### src/rtl/lbp_pkg.sv
`timescale 1ns / 1ps
// ----------------------------------------------------------------------------
// LED breathing PWM package
// Shared item codes, register indexes, constants and state types.
// ----------------------------------------------------------------------------
package lbp_pkg;

    // Item kinds carried on the input channel.
    typedef enum logic [1:0] {
        KIND_TICK  = 2'd0,
        KIND_START = 2'd1,
        KIND_STOP  = 2'd2
    } t_kind;

    // Configuration register indexes.
    typedef enum logic [0:0] {
        CFG_STEP_TICKS = 1'b0,
        CFG_OFF_LEVEL  = 1'b1
    } t_cfg_index;

    localparam logic [15:0] STEP_TICKS_RESET = 16'd1920;

    // Hold count derivation from the requested period.
    localparam int unsigned HOLD_UNIT_MS     = 250;
    localparam logic [7:0]  DEFAULT_HOLD     = 8'd2;   // 1000 ms / 2 / 250
    // floor(x / 250) == (x * RECIP_250) >> RECIP_SHIFT for any 15-bit x.
    localparam int unsigned RECIP_SHIFT      = 23;
    localparam logic [15:0] RECIP_250        = 16'd33555;

    // Phase sequencing state that moves at every phase end.
    typedef struct packed {
        logic       lit;        // 1 while the pin sits at the lit level
        logic [7:0] duty;
        logic       dir_down;
        logic [8:0] hold_cnt;
    } t_phase_st;

endpackage

### src/rtl/lbp_hold_decode.sv
`timescale 1ns / 1ps
// ----------------------------------------------------------------------------
// LED breathing PWM hold decode
// Turns a requested breathing period into the number of duty holds.
// ----------------------------------------------------------------------------
module lbp_hold_decode (
    input  logic [15:0] i_breath_ms,
    output logic [7:0]  o_hold_limit
);
    import lbp_pkg::*;

    logic [14:0] half;
    logic [30:0] recip_prod;
    logic [7:0]  quot;
    logic [15:0] back_prod;
    logic        exact;

    // Half the period divided by 250 through a reciprocal multiply.
    assign half       = i_breath_ms[15:1];
    assign recip_prod = 31'(half) * 31'(RECIP_250);
    assign quot       = recip_prod[RECIP_SHIFT +: 8];

    // The half period must be a whole, nonzero number of hold units.
    assign back_prod  = 16'(quot) * 16'(HOLD_UNIT_MS);
    assign exact      = (back_prod[14:0] == half);

    assign o_hold_limit = ((quot != 8'd0) && exact) ? quot : DEFAULT_HOLD;

endmodule

### src/rtl/led_breathing_pwm.sv
`timescale 1ns / 1ps
// ----------------------------------------------------------------------------
// LED breathing PWM
// Triangle-duty software PWM that makes an LED fade up and down.
// ----------------------------------------------------------------------------
// Usage:
//   Each input beat is a clock tick of the PWM timebase, a start command
//   (with the breathing period in ms) or a stop command. Every accepted beat
//   produces exactly one result beat carrying the pin level, the running flag
//   and the current duty index after that beat has been applied.
//   A beat is accepted when i_valid is high and o_stall is low; a result is
//   taken when o_valid is high and i_stall is low.
//   The result of a beat is registered in the result register, or in the
//   skid register while the receiver stalls. A beat is accepted every cycle
//   unless o_stall is high; all work lies between state and result registers.
//   When the receiver stalls, the result register holds and a one-entry skid
//   register absorbs the next result, so o_stall rises only once both hold a
//   beat and falls as soon as the receiver takes one.
//   Reset (i_rst_n low, synchronous) stops breathing, sets the duty to one,
//   clears the lit flag, empties both result registers and loads
//   the default step length. The configuration port is always ready; writes
//   are expected only while no beat is in flight.
// ----------------------------------------------------------------------------
module led_breathing_pwm #(
    parameter int unsigned DUTY_STEPS = 250
) (
    input  logic                i_clk,
    input  logic                i_rst_n,

    input  logic                i_valid,
    output logic                o_stall,
    input  logic [1:0]          i_kind,
    input  logic [15:0]         i_breath_ms,

    output logic                o_valid,
    input  logic                i_stall,
    output logic                o_led_pin,
    output logic                o_running,
    output logic [7:0]          o_duty,

    input  logic                i_cfg_valid,
    output logic                o_cfg_ready,
    input  lbp_pkg::t_cfg_index i_cfg_index,
    input  logic [15:0]         i_cfg_data
);
    import lbp_pkg::*;

    localparam logic [7:0] DutyMax = 8'(DUTY_STEPS);

    // Configuration registers.
    logic [15:0] r_step_ticks;
    logic        r_off_level;

    // Breathing state. The pin is kept as a lit/dark flag so that a change
    // of the off level keeps the meaning of the running phase.
    logic [23:0] r_phase, n_phase;
    t_phase_st   r_ps, n_ps;
    logic [7:0]  r_hold_limit, n_hold_limit;
    logic        r_active, n_active;

    // Result register and skid register.
    logic        r_out_valid;
    logic        r_out_pin, r_out_run;
    logic [7:0]  r_out_duty;
    logic        r_skid_valid;
    logic        r_skid_pin, r_skid_run;
    logic [7:0]  r_skid_duty;

    logic        in_accept;
    logic        out_free;
    logic [7:0]  start_hold;
    logic [15:0] step_len;
    logic [23:0] phase_dec;
    t_phase_st   end_one, end_two, end_fin;
    logic        skip_empty;
    logic [7:0]  phase_factor;
    logic [23:0] phase_prod;
    logic        res_pin;

    // One phase end: count it, move the duty after every full hold, and
    // flip between the lit and the dark phase.
    function automatic t_phase_st f_end_phase(t_phase_st s, logic [7:0] hold_lim,
                                              logic [7:0] duty_max);
        t_phase_st  r;
        logic [8:0] cnt;
        r   = s;
        cnt = s.hold_cnt + 9'd1;
        r.hold_cnt = cnt;
        if (cnt >= {hold_lim, 1'b0}) begin
            r.hold_cnt = 9'd1;
            if (s.duty >= duty_max) begin
                r.dir_down = 1'b1;
            end else if (s.duty <= 8'd1) begin
                r.dir_down = 1'b0;
            end
            r.duty = r.dir_down ? (s.duty - 8'd1) : (s.duty + 8'd1);
        end
        r.lit = ~s.lit;
        return r;
    endfunction

    lbp_hold_decode u_hold_decode (
        .i_breath_ms  (i_breath_ms),
        .o_hold_limit (start_hold)
    );

    assign o_stall     = r_skid_valid;
    assign in_accept   = i_valid && !r_skid_valid;
    assign out_free    = !r_out_valid || !i_stall;
    assign o_cfg_ready = 1'b1;

    // A zero step length behaves as one tick per step.
    assign step_len  = (r_step_ticks == 16'd0) ? 16'd1 : r_step_ticks;
    assign phase_dec = (r_phase != 24'd0) ? (r_phase - 24'd1) : 24'd0;

    // At full duty the dark phase has no length: it ends in the same tick,
    // so a second phase end follows directly. Only then can a new phase be
    // empty, which lets a single multiplier size the final phase.
    assign end_one      = f_end_phase(r_ps, r_hold_limit, DutyMax);
    assign skip_empty   = !end_one.lit && (end_one.duty == DutyMax);
    assign end_two      = f_end_phase(end_one, r_hold_limit, DutyMax);
    assign end_fin      = skip_empty ? end_two : end_one;
    assign phase_factor = end_fin.lit ? end_fin.duty : (DutyMax - end_fin.duty);
    assign phase_prod   = 24'(phase_factor) * 24'(step_len);

    always_comb begin
        n_phase      = r_phase;
        n_ps         = r_ps;
        n_hold_limit = r_hold_limit;
        n_active     = r_active;
        if (in_accept) begin
            case (i_kind)
                KIND_START: begin
                    n_hold_limit = start_hold;
                    n_ps.hold_cnt = 9'd0;
                    n_ps.duty     = 8'd1;
                    n_ps.dir_down = 1'b0;
                    n_ps.lit      = 1'b1;
                    n_active      = 1'b1;
                    n_phase       = 24'(step_len);
                end
                KIND_STOP: begin
                    n_active = 1'b0;
                    n_ps.lit = 1'b0;
                end
                KIND_TICK: begin
                    if (r_active) begin
                        if (phase_dec == 24'd0) begin
                            n_ps    = end_fin;
                            n_phase = phase_prod;
                        end else begin
                            n_phase = phase_dec;
                        end
                    end
                end
                default: begin
                end
            endcase
        end
    end

    assign res_pin = r_off_level ^ n_ps.lit;

    always_ff @(posedge i_clk) begin
        if (!i_rst_n) begin
            r_step_ticks  <= STEP_TICKS_RESET;
            r_off_level   <= 1'b0;
            r_phase       <= 24'd0;
            r_ps.lit      <= 1'b0;
            r_ps.duty     <= 8'd1;
            r_ps.dir_down <= 1'b0;
            r_ps.hold_cnt <= 9'd0;
            r_hold_limit  <= 8'd0;
            r_active      <= 1'b0;
        end else begin
            r_phase      <= n_phase;
            r_ps         <= n_ps;
            r_hold_limit <= n_hold_limit;
            r_active     <= n_active;
            if (i_cfg_valid) begin
                case (i_cfg_index)
                    CFG_STEP_TICKS: r_step_ticks <= i_cfg_data;
                    CFG_OFF_LEVEL:  r_off_level  <= i_cfg_data[0];
                    default: begin
                    end
                endcase
            end
        end
    end

    // Result register with a skid stage behind it.
    always_ff @(posedge i_clk) begin
        if (!i_rst_n) begin
            r_out_valid  <= 1'b0;
            r_skid_valid <= 1'b0;
        end else if (out_free) begin
            r_out_valid  <= r_skid_valid || in_accept;
            r_skid_valid <= r_skid_valid && in_accept;
        end else if (in_accept) begin
            r_skid_valid <= 1'b1;
        end
    end

    always_ff @(posedge i_clk) begin
        if (out_free) begin
            if (r_skid_valid) begin
                r_out_pin  <= r_skid_pin;
                r_out_run  <= r_skid_run;
                r_out_duty <= r_skid_duty;
            end else if (in_accept) begin
                r_out_pin  <= res_pin;
                r_out_run  <= n_active;
                r_out_duty <= n_ps.duty;
            end
        end
        if (in_accept && (r_skid_valid || !out_free)) begin
            r_skid_pin  <= res_pin;
            r_skid_run  <= n_active;
            r_skid_duty <= n_ps.duty;
        end
    end

    assign o_valid   = r_out_valid;
    assign o_led_pin = r_out_pin;
    assign o_running = r_out_run;
    assign o_duty    = r_out_duty;

    // A running sequence always has a phase in progress.
    a_phase_live: assert property (@(posedge i_clk) disable iff (!i_rst_n)
        r_active |-> (r_phase != 24'd0))
        else $error("running with an empty phase");

    // The duty bounces within its range, from 1 up to DutyMax inclusive.
    a_duty_range: assert property (@(posedge i_clk) disable iff (!i_rst_n)
        (r_ps.duty >= 8'd1) && (r_ps.duty <= DutyMax))
        else $error("duty out of range");

    // The skid register is only filled behind a held result.
    a_skid_order: assert property (@(posedge i_clk) disable iff (!i_rst_n)
        r_skid_valid |-> r_out_valid)
        else $error("skid holds a beat while the result register is empty");

    // Breathing always runs with a nonzero hold count.
    a_hold_set: assert property (@(posedge i_clk) disable iff (!i_rst_n)
        r_active |-> (r_hold_limit != 8'd0))
        else $error("running without a hold count");

endmodule
### config.mk
export PLATFORM = sky130hd
export DESIGN_NAME = led_breathing_pwm
export DESIGN_NICKNAME = d
export VERILOG_FILES = /design/src/rtl/lbp_pkg.sv /design/src/rtl/lbp_hold_decode.sv /design/src/rtl/led_breathing_pwm.sv
export SDC_FILE = /design/constraint.sdc
export NUM_CORES = 1
export LEC_CHECK = 0
export BUFFER_PORTS_ARGS = -buffer_cell sky130_fd_sc_hd__buf_2
export CORE_ASPECT_RATIO = 1.4
export CORE_MARGIN = 4
export CORE_UTILIZATION = 60
export DETAILED_ROUTE_END_ITERATION = 10
export GPL_ROUTABILITY_DRIVEN = 0
export GPL_TIMING_DRIVEN = 0
export PLACE_DENSITY = 0.79
export SYNTH_ARGS = -nofsm -noshare
export SYNTH_HDL_FRONTEND = slang
export SYNTH_SLANG_ARGS = --single-unit
### constraint.sdc
create_clock -name i_clk -period 14.28 [get_ports i_clk]
set_input_delay 1.428 -clock i_clk [delete_from_list [all_inputs] [get_ports i_clk]]
set_output_delay 1.428 -clock i_clk [all_outputs]
set_load 0.02 [all_outputs]
==> flow_metrics.py, run 1 <==
metrics = {
    "route": {
        "wire_per_inst_um": 17.91,
        "wl_met2_um": 19810,
        "m1WireLength_um": 13950,
        "drc": 0,
        "dr_total_vias": 12580,
        "wl_met3_um": 1959,
        "drt_iter0_drc": 787,
        "postRouteAntennaNets": 0,
        "firstDrtPassIters": 8,
        "post_drt_via_cell_ratio": 5.926,
        "wirelength_um": 38010,
        "top_layer": "met4",
    },
    "final_layout": {
        "fillerInstances": 2039,
        "diodes": 0,
        "nets": 2210,
        "drive_above_1_share": 0.06954,
        "area_growth_pct": 6.344,
    },
    "cts": {
        "numCtsBuffers": 9,
        "htreeDepth": 3,
        "clock_sinks": 91,
        "cts_tree": "done",
        "hold_buffers": 0,
        "path_clk_slew_ns": 0.08,
        "clock_path_buffers": 2,
        "cts_resized": 0,
        "root_buffer": "clkbuf_16",
        "cts_setup_buffers": 0,
        "clk_latency_ns": 0.36,
    },
    "global_routing": {
        "grt_max_degree": 19,
        "grt_pass1_vias": 13300,
        "grt_pass1_wl_um": 63580,
        "grt_use_total": 0.2838,
        "antenna_found_initial": 0,
        "grt_overflow": 0,
    },
    "timing": {
        "rsz0062_at_grt": "false",
        "finalSetupTns_ns": 0,
        "min_period_ns": 13.16,
        "fin_crit_sh": 0.9215,
        "worst_slack_ns": 1.121,
        "max_slew_margin": 0.1155,
        "setup_viol": 0,
        "worst_slew_pin_slew_ns": 1.327,
        "hold_viol": 0,
        "fin_skew_ns": 0.007039,
        "drv_slew": 0,
        "max_freq_mhz": 76.00,
    },
    "yosys": {
        "yosys_warnings": 0,
        "ys_types": 90,
        "synthAdderAreaFrac": 0.3781,
        "syn_area_mm2": 0.01479,
        "synth_compound_area_frac": 0.1315,
        "syn_inst": 1745,
        "synth-simple-area-share": 0.1841,
        "synth.area.mux_share": 0.01616,
        "synth_top_family_by_area": "adder cells",
        "synth_edf_count": 20,
        "ys_seq_elements": 91,
        "synthXorXnorAreaFrac": 0.05922,
        "syn_nets": 2148,
        "ys.flop_type": "dfxtp_1",
        "yosysSeqAreaShare": 0.1367,
        "avgSynthCellArea_um2": 8.476,
        "async_flop_share": 0,
    },
    "setup_path": {
        "worstPathRequired_ns": 14.53,
        "cp_slowest_cell": "a21oi_1",
        "cp_data_arrival_time_ns": 13.41,
        "critPathCaptureType": "register",
        "criticalPathCategory": "reg -> reg",
        "path_max_fanout": 10,
        "cpPeakStageDelay_ns": 0.65,
        "critPathLaunchType": "register",
        "r2r_slack_ns": 1.12,
    },
    "floorplan": {
        "fp.dieW_um": 140.7,
        "num_io_pins": 53,
        "start_util": 0.6126,
        "die_y_um": 193.8,
        "die-area_mm2": 0.02726,
        "core_area_mm2": 0.02414,
        "core.rowCount": 67,
    },
    "job": {
        "maxCapViolCount": 0,
    },
    "power": {
        "power.density_mw_per_mm2": 155.2,
        "p_leak_nw": 7.609,
        "ir_worst_vdd_mv": 0.5839,
    },
    "run_status": {
        "status": "completed",
    },
    "place": {
        "dpl_worst_slack_ns": 1.353,
        "io_buffers": 50,
        "place_hpwl_um": 31260,
    },
    "min_path": {
        "min-delay-path-class": "reg -> reg",
    },
}
==> per-stage QoR <==
step	util	instances	hold WS [ns]	instance area [um^2]	power, W
2_1_floorplan	-	1745	0.4250	14790	0.001819
3_3_place_gp	0.6390	2105	0.4348	15430	0.002123
3_5_place_dp	0.6390	2105	0.4436	15430	0.002194
4_1_cts	0.6513	2121	0.4613	15720	0.002453
5_1_grt	0.6515	2122	0.4843	15730	0.002710
6_report	0.6515	2122	0.4610	15730	0.002441
==> cells in the final DEF, fill, tap and decap left out, types with 5 or more instances in the layout <==
cell type | netlist | layout
edfxtp_1 | 20 | 20
nand3_1 | 51 | 51
or2_2 | 5 | 5
a221oi_1 | 6 | 6
and3_1 | 7 | 7
nor4_1 | 20 | 20
dfxtp_1 | 71 | 71
o21ai_0 | 65 | 65
a21boi_0 | 23 | 23
nand4_1 | 9 | 9
ha_1 | 223 | 223
xnor2_1 | 57 | 57
buf_2 | 10 | 61
o211ai_1 | 6 | 6
or4_1 | 6 | 6
mux2_2 | 12 | 12
mux2i_1 | 9 | 9
nor2b_1 | 11 | 11
fa_1 | 140 | 140
a21o_1 | 18 | 18
a21oi_1 | 61 | 61
nor3_1 | 26 | 26
nand2_1 | 165 | 165
inv_1 | 286 | 286
clkbuf_1 | 56 | 56
nand2b_1 | 14 | 14
and2_1 | 106 | 106
clkbuf_16 | 0 | 9
xor2_1 | 33 | 33
o31ai_1 | 14 | 14
a31oi_1 | 7 | 7
nor3b_1 | 6 | 6
o21a_1 | 8 | 8
o21ai_1 | 5 | 5
a211oi_1 | 12 | 12
a22oi_1 | 6 | 6
nor2_1 | 68 | 68
or3_1 | 11 | 11
o2111ai_1 | 5 | 5
==> worst max-delay path, delay by kind of cell, from the launching register on <==
family	cells	cell delay (ns)
fa+ha+maj	9	3.61
compound gates	13	3.31
simple gates	14	3.06
xor+xnor	5	1.49
buf+inv	7	1.15
flops	1	0.42
==> layout make-up <==
class | count | area, um^2 | share of cell area
Sequential cell | 91 | 2022 | 0.1286
Timing Repair Buffer | 51 | 255.2 | 0.01623
Clock buffer | 9 | 225.2 | 0.01432
Buffer | 73 | 312.8 | 0.01989
Multi-Input combinational cell | 1294 | 11380 | 0.7234
Clock inverter | 7 | 70.07 | 0.004455
Inverter | 287 | 1077 | 0.06849
Tap cell | 310 | 387.9 | 0.02466
==> Yosys cell counts, drive strengths merged (5+ instances only) <==
master	instances	area share
a211oi	14	0.0078
a21boi	24	0.012
a21o	18	0.0091
a21oi	63	0.022
a221oi	6	0.0036
a22oi	6	0.0030
a31oi	7	0.0030
and2	106	0.045
and3	7	0.0030
buf	17	0.0069
clkbuf	56	0.014
dfxtp	71	0.096
edfxtp	20	0.041
fa	140	0.19
ha	223	0.19
inv	286	0.073
mux2	12	0.0091
mux2i	10	0.0070
nand2	165	0.042
nand2b	14	0.0059
nand3	52	0.018
nand4	10	0.0047
nor2	68	0.017
nor2b	11	0.0047
nor3	29	0.011
nor3b	6	0.0030
nor4	22	0.011
o2111ai	5	0.0030
o211ai	6	0.0030
o21a	8	0.0041
o21ai	72	0.025
o31ai	15	0.0085
or2	5	0.0021
or3	12	0.0054
or4	7	0.0038
xnor2	61	0.038
xor2	33	0.020
==> cells by family (layout without fill, tap and decap cells) <==
group	after synthesis	after routing
other	1	1
DFF	91	91
and+or+nand+nor	528	528
muxes	22	22
AOI/OAI and AO/OA	285	285
xor gates and xnor gates	95	95
buffers and inverters	360	427
adders and majority gates	363	363
==> state kept, by name (all words and copies together), names as in the netlist <==
register and flops:
r_ps 18, o_valid 1, r_skid_run 1, o_running 1, r_off_level 1, r_hold_limit 8
r_skid_duty 8, r_phase 24, o_led_pin 1, end_two 1, r_step_ticks 16, r_skid_pin 1
o_stall 1, o_duty 8, r_active 1
==> path summary, 6_finish.rpt <==
check / start / to / cells past startpoint
worst max register to register: r_ps[3]$_SDFFE_PN0P_ / r_phase[22]$_SDFFE_PN0P_ / 48
worst max-delay path: r_ps[3]$_SDFFE_PN0P_ / r_phase[22]$_SDFFE_PN0P_ / 48
worst min-delay path: r_hold_limit[3]$_SDFFE_PN0P_ / r_hold_limit[3]$_SDFFE_PN0P_ / 2
worst min register to register: r_hold_limit[3]$_SDFFE_PN0P_ / r_hold_limit[3]$_SDFFE_PN0P_ / 2
==> metal layers <==
metal,up-vias,global-route usage
met5,-,0
met4,0,0.1576
met3,138,0.03331
met2,463,0.5243
met1,6060,0.3104
li1,5915,-
==> where the power goes <==
group / total, W / switching, W / leakage, nW / internal (W)
clock: 0.000247 / 0.000124 / 0.141 / 0.000123
sequential: 0.000274 / 0.00000448 / 0.760 / 0.000270
combinational: 0.00192 / 0.00105 / 6.71 / 0.000869
Note: power is estimated with default switching activity, not from simulation.
==> run 2, diff against run 1 <==
PLACE_DENSITY = 0.78   (was 0.79)
clock period = 13.4 ns   (was 14.28 ns; I/O delays follow)
==> flow_metrics.py, run 2 (synthesized netlist as in run 1, its figures left out) <==
metrics = {
    "run_status": {
        "status": "completed",
    },
    "power": {
        "seqPwrFrac": 0.111,
        "combPwrFrac": 0.787,
        "power.density_mw_per_mm2": 165.9,
        "p_sw_frac": 0.4838,
        "ir_worst_vdd_mv": 0.5801,
        "p_int_w": 0.001352,
        "power_frac_clock": 0.101,
        "switching_power_w": 0.001267,
        "p_leak_nw": 7.629,
    },
    "final_layout": {
        "fillerInstances": 2049,
        "instances_no_fill": 2122,
        "drive_above_1_share": 0.07174,
        "multi_input_area_mm2": 0.01144,
        "largest_reg_flops": 24,
        "final_common_cell": "inv_1",
        "final_cell_mix": "286 x inv_1, 223 x ha_1, 165 x nand2_1",
        "area_growth_pct": 6.751,
        "diodes": 0,
        "nets": 2210,
        "regMostFlops": "r_phase",
        "seqCellArea_mm2": 0.002022,
        "biggestRegsByFlops": "r_phase: 24 flops, r_ps: 18 flops, r_step_ticks: 16 flops",
    },
    "cts": {
        "root_buffer": "clkbuf_16",
        "clock_sinks": 91,
        "numCtsBuffers": 9,
        "clk_latency_ns": 0.36,
        "clock_path_buffers": 2,
        "cts_tree": "done",
        "cts_resized": 0,
        "cts_setup_buffers": 0,
        "hold_buffers": 0,
        "htreeDepth": 3,
        "path_clk_slew_ns": 0.08,
    },
    "setup_path": {
        "cpPeakStageDelay_ns": 0.61,
        "critPathCaptureType": "register",
        "reg2regPathDepth": 48,
        "cp_data_arrival_time_ns": 12.75,
        "worstPathRequired_ns": 13.65,
        "path_max_fanout": 10,
        "critPathLaunchType": "register",
        "cp_slowest_cell": "xnor2_1",
        "criticalPathCategory": "reg -> reg",
    },
    "global_routing": {
        "antenna_found_initial": 1,
        "grt_pass1_wl_um": 62560,
        "grt_max_degree": 20,
        "grt_overflow": 0,
        "grt_use_total": 0.2801,
        "grt_pass1_vias": 13120,
    },
    "route": {
        "wl_met2_um": 20000,
        "wl_met3_um": 1899,
        "firstDrtPassIters": 5,
        "top_layer": "met5",
        "postRouteAntennaNets": 0,
        "dr_total_vias": 12530,
        "wire_per_inst_um": 17.91,
        "drc": 0,
        "wirelength_um": 38010,
        "post_drt_via_cell_ratio": 5.907,
        "drt_iter0_drc": 712,
        "m1WireLength_um": 13870,
    },
    "timing": {
        "fin_crit_sh": 0.9327,
        "finalSetupTns_ns": 0,
        "drv_slew": 0,
        "hold_viol": 0,
        "max_freq_mhz": 80.01,
        "setup_viol": 0,
        "fin_skew_ns": 0.01284,
        "worst_slew_pin_slew_ns": 1.228,
        "max_slew_margin": 0.1815,
        "rsz0062_at_grt": "false",
        "min_period_ns": 12.50,
    },
    "floorplan": {
        "num_io_pins": 53,
        "die_y_um": 193.8,
        "fp.dieW_um": 140.7,
        "core.rowCount": 67,
        "core_area_mm2": 0.02414,
        "die-area_mm2": 0.02726,
        "start_util": 0.6126,
    },
    "place": {
        "io_buffers": 50,
        "dp_cells": 2105,
        "place_hpwl_um": 31610,
    },
    "min_path": {
        "min-delay-path-class": "reg -> reg",
        "whs_path_depth": 2,
    },
    "job": {
        "maxCapViolCount": 0,
    },
}
run 2: worst paths after layout:
check	end	slack, ns	start
setup / recovery	r_phase[23]$_SDFFE_PN0P_	0.90	r_ps[2]$_SDFFE_PN0P_
hold / removal	r_hold_limit[7]$_SDFFE_PN0P_	0.46	r_hold_limit[7]$_SDFFE_PN0P_
setup reg to reg	r_phase[23]$_SDFFE_PN0P_	0.90	r_ps[2]$_SDFFE_PN0P_
hold reg to reg	r_hold_limit[7]$_SDFFE_PN0P_	0.46	r_hold_limit[7]$_SDFFE_PN0P_
run 2: critical path: cells and delay by family (launching register included):
family | cells | cell delay (ns)
AND/OR/NAND/NOR | 15 | 2.90
AO/OA/AOI/OAI | 12 | 2.67
XOR/XNOR | 5 | 1.57
flip-flops | 1 | 0.44
buffers and inverters | 7 | 1.33
adder cells (fa/ha/maj) | 9 | 3.45
run 2: final cells by class:
cell class,count,area share
Timing Repair Buffer,51,0.01617
Inverter,287,0.06823
Tap cell,310,0.02457
Buffer,73,0.01981
Multi-Input combinational cell,1294,0.7244
Clock inverter,7,0.004517
Sequential cell,91,0.1281
Clock buffer,9,0.01426
run 2: power by group through the flow:
stage	Sequential, W	Clock, W	Combinational, W
final	0.000292	0.000265	0.00206
after global routing	0.000293	0.000279	0.00232
after CTS	0.000292	0.000265	0.00206
after detailed placement	0.000298	0	0.00204
after global placement	0.000298	0	0.00197
after floorplan	0.000299	0	0.00164
run 2: stage by stage:
step / utilization / instance area (um^2) / hold slack, ns / worst slack (ns) / total power (W)
final: 0.6540 / 15790 / 0.4590 / 0.9022 / 0.002620
after global routing: 0.6540 / 15790 / 0.4975 / 0.05185 / 0.002890
after CTS: 0.6513 / 15730 / 0.4640 / 0.3669 / 0.002613
after detailed placement: 0.6390 / 15430 / 0.4451 / 0.4553 / 0.002341
after global placement: 0.6390 / 15430 / 0.4344 / 0.6425 / 0.002268
after floorplan: - / 14790 / 0.4250 / 2.724 / 0.001939
run 2: per-layer routing:
layer / global-route usage / vias up
met5: 0 / -
met2: 0.5273 / 432
met4: 0.1487 / 2
met1: 0.3033 / 6019
met3: 0.02862 / 149
li1: - / 5932
